**config.mk**
```make
export PLATFORM = sky130hd
export DESIGN_NAME = nec_ir_frame_decoder_unit
export DESIGN_NICKNAME = d
export VERILOG_FILES = /design/src/rtl/core/nirfd_pkg.sv /design/src/rtl/core/nec_ir_frame_decoder_unit.sv /design/src/rtl/core/nirfd_front.sv /design/src/rtl/core/nirfd_queue.sv /design/src/rtl/core/nirfd_back.sv
export SDC_FILE = /design/constraint.sdc
export NUM_CORES = 1
export LEC_CHECK = 0
export ABC_AREA = 1
export BUFFER_PORTS_ARGS = -buffer_cell sky130_fd_sc_hd__buf_2
export CAP_MARGIN = 25
export CORE_MARGIN = 3
export CORE_UTILIZATION = 35
export DETAILED_ROUTE_END_ITERATION = 16
export PLACE_DENSITY = 0.52
export REMOVE_ABC_BUFFERS = 1
export SETUP_SLACK_MARGIN = 0.02
export SYNTH_ARGS = -nofsm -noshare
export SYNTH_HDL_FRONTEND = slang
export SYNTH_SLANG_ARGS = --single-unit
```
**constraint.sdc**
```tcl
create_clock -name clock -period 1.6 [get_ports clock]
set_input_delay 0.08 -clock clock [delete_from_list [all_inputs] [get_ports clock]]
set_output_delay 0.08 -clock clock [all_outputs]
set_load 0.02 [all_outputs]
```
**src/rtl/core/nirfd_pkg.sv**
```systemverilog
package nirfd_pkg;

   // Field widths
   localparam int unsigned HIGH_TIME_W = 14;
   localparam int unsigned KEY_W       = 8;
   localparam int unsigned REPEAT_W    = 8;
   localparam int unsigned TICK_W      = 4;
   localparam int unsigned SHIFT_W     = 32;
   localparam int unsigned CSR_INDEX_W = 2;
   localparam int unsigned CSR_DATA_W  = 8;

   // Event kinds on the request tuser
   typedef enum logic [1:0] {
      KIND_RISE = 2'd0,
      KIND_FALL = 2'd1,
      KIND_TICK = 2'd2,
      KIND_SCAN = 2'd3
   } nirfd_kind_type;

   // Classified operations passed from front to back
   typedef enum logic [2:0] {
      OP_RISE        = 3'd0,
      OP_FALL_NONE   = 3'd1,
      OP_FALL_ZERO   = 3'd2,
      OP_FALL_ONE    = 3'd3,
      OP_FALL_REPEAT = 3'd4,
      OP_FALL_LEADER = 3'd5,
      OP_TICK        = 3'd6,
      OP_SCAN        = 3'd7
   } nirfd_op_type;

   // Register indexes on the csr port
   localparam logic [CSR_INDEX_W-1:0] CSR_EXPECTED_ADDR = 2'd0;
   localparam logic [CSR_INDEX_W-1:0] CSR_TIMEOUT_TICKS = 2'd1;

   localparam logic [KEY_W-1:0]  EXPECTED_ADDR_RESET = 8'd0;
   localparam logic [TICK_W-1:0] TIMEOUT_RESET       = 4'd14;

   // Pulse windows in microseconds (open intervals)
   localparam logic [HIGH_TIME_W-1:0] ZERO_LO   = 14'd300;
   localparam logic [HIGH_TIME_W-1:0] ZERO_HI   = 14'd800;
   localparam logic [HIGH_TIME_W-1:0] ONE_LO    = 14'd1400;
   localparam logic [HIGH_TIME_W-1:0] ONE_HI    = 14'd1800;
   localparam logic [HIGH_TIME_W-1:0] REPEAT_LO = 14'd2200;
   localparam logic [HIGH_TIME_W-1:0] REPEAT_HI = 14'd2600;
   localparam logic [HIGH_TIME_W-1:0] LEADER_LO = 14'd4200;
   localparam logic [HIGH_TIME_W-1:0] LEADER_HI = 14'd4700;

   // Queue status seen by the top level
   typedef struct packed {
      logic full;
      logic empty;
   } nirfd_qstat_type;

endpackage

```
**src/rtl/core/nec_ir_frame_decoder_unit.sv**
```systemverilog
// Channel   Ports          Direction  Contents
// req       req_t*         in         tuser: kind[1:0]; tdata: high_time_us[13:0]
// rsp       rsp_t*         out        tdata: key_code, repeat_count, frame_ready,
//                                     leader_active
// csr       csr_*          in         index 0 expected address, index 1 timeout_ticks
//
// One event per clock sustained while rsp_tready stays high. An accepted event
// is classified and queued, then applied to the decoder state at the queue head
// once the result register is free; that register then offers the result on rsp.
// Latency and throughput are set by the op queue and the single result register.
// Reset is synchronous; no clearing pass.
// A stalled rsp side fills the queue, after which req_tready drops.
module nec_ir_frame_decoder_unit #(
   parameter int unsigned QUEUE_DEPTH = 2
) (
   input  logic                                 clock,
   input  logic                                 reset,
   input  logic                                 req_tvalid,
   output logic                                 req_tready,
   input  logic [15:0]                          req_tdata,  // [13:0] high_time_us
   input  logic [1:0]                           req_tuser,  // [1:0] kind
   output logic                                 rsp_tvalid,
   input  logic                                 rsp_tready,
   // [7:0] key_code, [15:8] repeat_count, [16] frame_ready, [17] leader_active
   output logic [23:0]                          rsp_tdata,
   input  logic                                 csr_valid,
   output logic                                 csr_ready,
   input  logic [nirfd_pkg::CSR_INDEX_W-1:0]    csr_index,
   input  logic [nirfd_pkg::CSR_DATA_W-1:0]     csr_data
);
   import nirfd_pkg::*;

   logic            push;
   logic            pop;
   nirfd_op_type    push_op;
   nirfd_op_type    head_op;
   nirfd_qstat_type qstat;

   // Event classification
   nirfd_front u_front (
      .req_tvalid (req_tvalid),
      .req_tready (req_tready),
      .req_tdata  (req_tdata),
      .req_tuser  (req_tuser),
      .queue_full (qstat.full),
      .push       (push),
      .push_op    (push_op)
   );

   // Op queue between front and back
   nirfd_queue #(
      .DEPTH (QUEUE_DEPTH)
   ) u_queue (
      .clock   (clock),
      .reset   (reset),
      .push    (push),
      .push_op (push_op),
      .pop     (pop),
      .head_op (head_op),
      .status  (qstat)
   );

   // Decoder state and result register
   nirfd_back u_back (
      .clock       (clock),
      .reset       (reset),
      .queue_empty (qstat.empty),
      .head_op     (head_op),
      .pop         (pop),
      .csr_valid   (csr_valid),
      .csr_ready   (csr_ready),
      .csr_index   (csr_index),
      .csr_data    (csr_data),
      .rsp_tvalid  (rsp_tvalid),
      .rsp_tready  (rsp_tready),
      .rsp_tdata   (rsp_tdata)
   );

`ifndef SYNTHESIS
   a_queue_state: assert property (@(posedge clock) disable iff (reset)
      !(qstat.full && qstat.empty))
      else $error("queue reports full and empty together");

   a_pop_nonempty: assert property (@(posedge clock) disable iff (reset)
      pop |-> !qstat.empty)
      else $error("back popped an empty queue");

   a_push_room: assert property (@(posedge clock) disable iff (reset)
      push |-> !qstat.full)
      else $error("front pushed into a full queue");

   a_key_keeps_frame: assert property (@(posedge clock) disable iff (reset)
      (rsp_tvalid && rsp_tdata[7:0] != 8'd0 && rsp_tdata[17]) |-> rsp_tdata[16])
      else $error("valid key with leader held but frame dropped");
`endif

endmodule

```
**src/rtl/core/nirfd_front.sv**
```systemverilog
module nirfd_front (
   input  logic                           req_tvalid,
   output logic                           req_tready,
   input  logic [15:0]                    req_tdata,
   input  logic [1:0]                     req_tuser,
   input  logic                           queue_full,
   output logic                           push,
   output nirfd_pkg::nirfd_op_type        push_op
);
   import nirfd_pkg::*;

   logic [HIGH_TIME_W-1:0] high_time;
   nirfd_kind_type         kind;

   assign high_time  = req_tdata[HIGH_TIME_W-1:0];
   assign kind       = nirfd_kind_type'(req_tuser);
   assign req_tready = !queue_full;
   assign push       = req_tvalid && !queue_full;

   // Map each event to an operation; falling edges by pulse window
   always_comb begin
      push_op = OP_SCAN;
      case (kind)
         KIND_RISE: push_op = OP_RISE;
         KIND_FALL: begin
            if (high_time > ZERO_LO && high_time < ZERO_HI) begin
               push_op = OP_FALL_ZERO;
            end else if (high_time > ONE_LO && high_time < ONE_HI) begin
               push_op = OP_FALL_ONE;
            end else if (high_time > REPEAT_LO && high_time < REPEAT_HI) begin
               push_op = OP_FALL_REPEAT;
            end else if (high_time > LEADER_LO && high_time < LEADER_HI) begin
               push_op = OP_FALL_LEADER;
            end else begin
               push_op = OP_FALL_NONE;
            end
         end
         KIND_TICK: push_op = OP_TICK;
         KIND_SCAN: push_op = OP_SCAN;
         default:   push_op = OP_SCAN;
      endcase
   end

endmodule

```
**src/rtl/core/nirfd_queue.sv**
```systemverilog
module nirfd_queue #(
   parameter int unsigned DEPTH = 2
) (
   input  logic                          clock,
   input  logic                          reset,
   input  logic                          push,
   input  nirfd_pkg::nirfd_op_type       push_op,
   input  logic                          pop,
   output nirfd_pkg::nirfd_op_type       head_op,
   output nirfd_pkg::nirfd_qstat_type    status
);
   import nirfd_pkg::*;

   localparam int unsigned IDX_W = $clog2(DEPTH);
   localparam int unsigned CNT_W = $clog2(DEPTH + 1);

   nirfd_op_type      entry_ff [DEPTH];
   logic [IDX_W-1:0]  wr_ptr_ff, wr_ptr_in;
   logic [IDX_W-1:0]  rd_ptr_ff, rd_ptr_in;
   logic [CNT_W-1:0]  count_ff, count_in;

   assign status.full  = (count_ff == CNT_W'(DEPTH));
   assign status.empty = (count_ff == '0);
   assign head_op      = entry_ff[rd_ptr_ff];

   // Pointer and fill count update
   always_comb begin
      wr_ptr_in = wr_ptr_ff;
      rd_ptr_in = rd_ptr_ff;
      count_in  = count_ff;
      if (push) begin
         wr_ptr_in = (wr_ptr_ff == IDX_W'(DEPTH - 1)) ? '0 : wr_ptr_ff + 1'b1;
      end
      if (pop) begin
         rd_ptr_in = (rd_ptr_ff == IDX_W'(DEPTH - 1)) ? '0 : rd_ptr_ff + 1'b1;
      end
      if (push && !pop) begin
         count_in = count_ff + 1'b1;
      end else if (pop && !push) begin
         count_in = count_ff - 1'b1;
      end
   end

   always_ff @(posedge clock) begin
      if (reset) begin
         wr_ptr_ff <= '0;
         rd_ptr_ff <= '0;
         count_ff  <= '0;
      end else begin
         wr_ptr_ff <= wr_ptr_in;
         rd_ptr_ff <= rd_ptr_in;
         count_ff  <= count_in;
      end
   end

   // Entry storage
   always_ff @(posedge clock) begin
      if (push) begin
         entry_ff[wr_ptr_ff] <= push_op;
      end
   end

endmodule

```
**src/rtl/core/nirfd_back.sv**
```systemverilog
module nirfd_back (
   input  logic                                  clock,
   input  logic                                  reset,
   input  logic                                  queue_empty,
   input  nirfd_pkg::nirfd_op_type               head_op,
   output logic                                  pop,
   input  logic                                  csr_valid,
   output logic                                  csr_ready,
   input  logic [nirfd_pkg::CSR_INDEX_W-1:0]     csr_index,
   input  logic [nirfd_pkg::CSR_DATA_W-1:0]      csr_data,
   output logic                                  rsp_tvalid,
   input  logic                                  rsp_tready,
   output logic [23:0]                           rsp_tdata
);
   import nirfd_pkg::*;

   // Configuration
   logic [KEY_W-1:0]    expected_addr_ff;
   logic [TICK_W-1:0]   timeout_ff;

   // Decoder state
   logic                leader_ff, leader_in;
   logic                frame_ff, frame_in;
   logic                armed_ff, armed_in;
   logic [TICK_W-1:0]   tick_ff, tick_in;
   logic [SHIFT_W-1:0]  shift_ff, shift_in;
   logic [REPEAT_W-1:0] repeats_ff, repeats_in;

   // Result register
   logic                rsp_valid_ff;
   logic [KEY_W-1:0]    key_ff, key_in;

   logic [7:0] addr_b, naddr_b, cmd_b, ncmd_b;

   assign csr_ready  = 1'b1;
   assign pop        = !queue_empty && (!rsp_valid_ff || rsp_tready);
   assign rsp_tvalid = rsp_valid_ff;
   assign rsp_tdata  = {6'd0, leader_ff, frame_ff, repeats_ff, key_ff};

   assign addr_b  = shift_ff[31:24];
   assign naddr_b = shift_ff[23:16];
   assign cmd_b   = shift_ff[15:8];
   assign ncmd_b  = shift_ff[7:0];

   // Register writes
   always_ff @(posedge clock) begin
      if (reset) begin
         expected_addr_ff <= EXPECTED_ADDR_RESET;
         timeout_ff       <= TIMEOUT_RESET;
      end else if (csr_valid) begin
         if (csr_index == CSR_EXPECTED_ADDR) begin
            expected_addr_ff <= csr_data;
         end else if (csr_index == CSR_TIMEOUT_TICKS) begin
            timeout_ff <= csr_data[TICK_W-1:0];
         end
      end
   end

   // Next decoder state for the operation at the queue head
   always_comb begin
      leader_in  = leader_ff;
      frame_in   = frame_ff;
      armed_in   = armed_ff;
      tick_in    = tick_ff;
      shift_in   = shift_ff;
      repeats_in = repeats_ff;
      key_in     = '0;
      case (head_op)
         OP_RISE: armed_in = 1'b1;
         OP_FALL_NONE: armed_in = 1'b0;
         OP_FALL_ZERO: begin
            armed_in = 1'b0;
            if (armed_ff && leader_ff) begin
               shift_in = {shift_ff[SHIFT_W-2:0], 1'b0};
            end
         end
         OP_FALL_ONE: begin
            armed_in = 1'b0;
            if (armed_ff && leader_ff) begin
               shift_in = {shift_ff[SHIFT_W-2:0], 1'b1};
            end
         end
         OP_FALL_REPEAT: begin
            armed_in = 1'b0;
            if (armed_ff && leader_ff) begin
               repeats_in = repeats_ff + 1'b1;
               tick_in    = '0;
            end
         end
         OP_FALL_LEADER: begin
            armed_in = 1'b0;
            if (armed_ff && !leader_ff) begin
               leader_in  = 1'b1;
               repeats_in = '0;
            end
         end
         OP_TICK: begin
            if (leader_ff) begin
               armed_in = 1'b0;
               if (tick_ff == '0) begin
                  frame_in = 1'b1;
               end
               if (tick_ff < timeout_ff) begin
                  tick_in = tick_ff + 1'b1;
               end else begin
                  leader_in = 1'b0;
                  tick_in   = '0;
               end
            end
         end
         OP_SCAN: begin
            if (frame_ff) begin
               if (addr_b == ~naddr_b && addr_b == expected_addr_ff &&
                   cmd_b == ~ncmd_b) begin
                  key_in = cmd_b;
               end
               // zero command, bad frame or lost leader clears the frame
               if (key_in == '0 || !leader_ff) begin
                  frame_in   = 1'b0;
                  repeats_in = '0;
               end
            end
         end
         default: key_in = '0;
      endcase
   end

   // State and result registers advance on each pop
   always_ff @(posedge clock) begin
      if (reset) begin
         leader_ff    <= 1'b0;
         frame_ff     <= 1'b0;
         armed_ff     <= 1'b0;
         tick_ff      <= '0;
         shift_ff     <= '0;
         repeats_ff   <= '0;
         key_ff       <= '0;
         rsp_valid_ff <= 1'b0;
      end else begin
         if (pop) begin
            leader_ff  <= leader_in;
            frame_ff   <= frame_in;
            armed_ff   <= armed_in;
            tick_ff    <= tick_in;
            shift_ff   <= shift_in;
            repeats_ff <= repeats_in;
            key_ff     <= key_in;
         end
         if (pop) begin
            rsp_valid_ff <= 1'b1;
         end else if (rsp_tready) begin
            rsp_valid_ff <= 1'b0;
         end
      end
   end

endmodule

```
==> results.toml <==
[drt]
via_count = 4115
antenna_left = 0
drt_wl_total_mm = 10.06
post-route-drc-count = 0
viasPerCell = 4.757
first_pass_iters = 6
first_iter_violations = 183
wl_per_cell_microns = 11.63

[critical_path]
critical_path_class = "register to register"
reg2reg_slack_ns = -0.16
cp-start-kind = "register"
crit_fanout = 8
critical_path_required_ns = 1.83
cp-end-kind = "register"
max_stage_delay_ns = 0.35
slowest_stage = "dfxtp_2"
cp_common_cell = "nand2_1"
r2r-start = "u_back.shift_ff[30]$_SDFFE_PP0P_"
rr_worst_depth = 15
worstPathArrival_ns = 1.99
r2r-end = "u_back.repeats_ff[1]$_SDFFE_PP0P_"
crit_chain = "inv_2 > nand2_1 > nand2_1 > nor2_1 > nand2_1 > nor2_2 > nand2_2 > nor2_4 > o41ai_4 > nand2_2 > nand3_4 > nand3_4 > nand2_1 > inv_1 > nor2_1"

[sta]
min_period_ns = 1.763
skew_ns = 0.004796
drv_slew = 0
fin_ws_ns = -0.1633
setup-violations-final = 16
rsz0062_at_grt = "true"
finalHoldViolations = 0
min_period_over_period_pct = 110.2
max_freq_mhz = 567.1

[die]
ios = 60
die_area_sq_um = 13050
rows = 38
die_x_microns = 114.2
die_y_microns = 114.2
start_util_pct = 36.84
core_sq_um = 11130

[logic_synthesis]
netlist_area_sq_um = 4099
synth_area_leaders = "dfxtp_1, nand2_1, inv_1, o21ai_0, a21oi_1"
ys_async_sr_fraction_pct = 0
netlist_instances = 588
yosysUniqueCellTypes = 43
ys.flop_type = "dfxtp_1"
yosysTopAreaCell = "dfxtp_1"
synth_edf_count = 6
yosysTopAreaCellShare_pct = 35.65
yosysWarnings = 0
postSynthAreaPerCell_sq_um = 6.971
seq_area_frac_synth_pct = 40.05
ys_ff_latch = 79

[worst_hold_path]
hp-start = "csr_index[1]"
min_path_cells = 3
min_to = "u_back.timeout_ff[0]$_SDFFE_PP0P_"
min_path_type = "input port to register"

[cts]
numCtsBuffers = 9
htreeDepth = 3
clkTransAtPathRegs_ns = 0.06
clk_latency_ns = 0.34
cts-root-buf = "clkbuf_16"
cts_buffer_depth = 2
cts_tree = "built"
cts_sinks = 79

[global_route]
grt_pass1_vias = 3990
grt_start_max_net_pins = 56
antenna_found_initial = 0
grt_pass1_wl_mm = 17.29
grt.total_usage_pct = 16.15
gr-total-overflow = 0

[pwr]
power_density_nw_per_um2 = 1232
irDropWorstVdd_mv = 0.6229
p_leak_nw = 2.548

[layout]
nets = 760
multi_input_area_sq_um = 2230
fin_util_pct = 51.19
fin_cells = 865
synthToLayoutAreaGrowth_pct = 38.95
regArea_sq_um = 1667
n_antenna_cell = 0
fillerInstances = 1110
drive_gt1_share_pct = 33.10

[status]
violations = "negative setup slack"
outcome = "complete, but fails checks"

[placed_design]
dp_hpwl_mm = 7.172
gp_congestion = 0.8200
io_buffers = 50
dpl.cell_count = 835

[flow_run]
drv_cap = 0
[cells by family after synthesis]
| family | synth area share [%] |
|---|---|
| compound gates | 18.80 |
| buf+inv | 11.26 |
| flops | 40.05 |
| xor+xnor | 2.137 |
| fa+ha+maj | 2.137 |
| other cells | 0.1832 |
| simple gates | 25.43 |
[worst max-delay path, delay by kind of cell (launching register included)]
family / cells / cell delay [ns]
simple gates: 12 / 1.12
buf+inv: 2 / 0.10
compound gates: 1 / 0.10
flops: 1 / 0.35
[registers in the layout (all words and copies together) (netlist names), named ones only]
| name | flops |
|---|---|
| u_back.armed_ff | 1 |
| u_back.expected_addr_ff | 8 |
| u_back.frame_ff | 1 |
| u_back.key_ff | 8 |
| u_back.leader_ff | 1 |
| u_back.repeats_ff | 8 |
| u_back.rsp_tvalid | 1 |
| u_back.shift_ff | 32 |
| u_back.tick_ff | 4 |
| u_back.timeout_ff | 4 |
| u_queue.count_ff | 2 |
| u_queue.entry_ff | 6 |
| u_queue.rd_ptr_ff | 1 |
| u_queue.wr_ptr_ff | 1 |
[how the worst max path moves through the flow]
stage                                            startpoint                                end  slack [ns]  cells past startpoint
global route        u_back.expected_addr_ff[5]$_SDFFE_PP0P_  u_back.repeats_ff[5]$_SDFFE_PP0P_       -0.33                     15
CTS                        u_back.shift_ff[25]$_SDFFE_PP0P_  u_back.repeats_ff[2]$_SDFFE_PP0P_       -0.19                     15
floorplan                    u_back.rsp_tvalid$_SDFFE_PP0P_    u_back.shift_ff[1]$_SDFFE_PP0P_       -1.08                      9
finish                     u_back.shift_ff[30]$_SDFFE_PP0P_  u_back.repeats_ff[1]$_SDFFE_PP0P_       -0.16                     15
detailed placement         u_back.shift_ff[29]$_SDFFE_PP0P_  u_back.repeats_ff[3]$_SDFFE_PP0P_       -0.36                     15
global placement           u_back.shift_ff[29]$_SDFFE_PP0P_  u_back.repeats_ff[1]$_SDFFE_PP0P_       -0.30                     15
[metrics by stage]
stage / area [sq um] / hold slack [ns] / TNS (ns) / worst slack, ns / power (mW)
global route: 5695 / 0.04710 / -5.254 / -0.3261 / 7.475
floorplan: 3990 / 0.1491 / -24.75 / -1.075 / 3.625
global placement: 5019 / 0.3231 / -4.092 / -0.2974 / 4.596
finish: 5695 / 0.02088 / -1.509 / -0.1633 / 7.016
CTS: 5510 / 0.008889 / -1.978 / -0.1876 / 6.868
detailed placement: 5019 / 0.3225 / -5.237 / -0.3582 / 4.613
[area by class of cell]
type | instances | area share [%]
Multi-Input combinational cell | 401 | 39.15
Sequential cell | 79 | 29.26
Inverter | 89 | 5.888
Clock inverter | 3 | 0.7030
Clock buffer | 13 | 4.591
Timing Repair Buffer | 140 | 17.33
Tap cell | 140 | 3.076
[cells in the mapped netlist, drive strengths merged (2+ instances only)]
master,n
edfxtp,6
inv,86
buf,10
o21ai,58
clkbuf,15
o2111ai,2
nand3,27
nor2,66
nor3,16
xor2,9
nor4,2
o41ai,2
nand4,11
a31oi,2
nand2,117
a211oi,2
ha,7
dfxtp,73
o211ai,4
a21o,3
conb,2
clkinv,3
a21oi,56
[cell usage in the layout, fill, tap and decap left out, types with 6 or more instances in the layout]
cell type    n
nand2_1    103
buf_4       77
inv_1       66
nor2_1      56
dfxtp_1     55
o21ai_0     54
a21oi_1     50
buf_2       50
nand3_1     24
inv_2       20
dfxtp_2     17
nand2_2     14
nor3_1      14
nand4_1     11
clkbuf_16   10
xor2_1       9
conb_1       7
buf_6        7
nor2_4       6
ha_1         6
edfxtp_1     6
[power by group]
| part | internal (mW) | switching, mW |
|---|---|---|
| clock | 1.30 | 0.782 |
| sequential | 2.20 | 0.138 |
| combinational | 1.13 | 1.47 |
[what timing repair did]
action,4_1_cts,5_1_grt
gates resized for setup,43,52
cloned,1,0
endpoints found under the setup margin,55,53
setup buffers,3,6
hold buffers,4,0
hold endpoints to repair,4,0
pin swaps,25,32
[layer usage]
layer,track usage (%),vias to the layer above,part of all wire [%]
li1,-,2182,-
met1,20.06,1844,47
met2,27.44,73,47
met3,2.801,16,3.3
met4,7.047,0,2.5
met5,0,-,0
No activity file was read; power rests on OpenSTA's default activity.
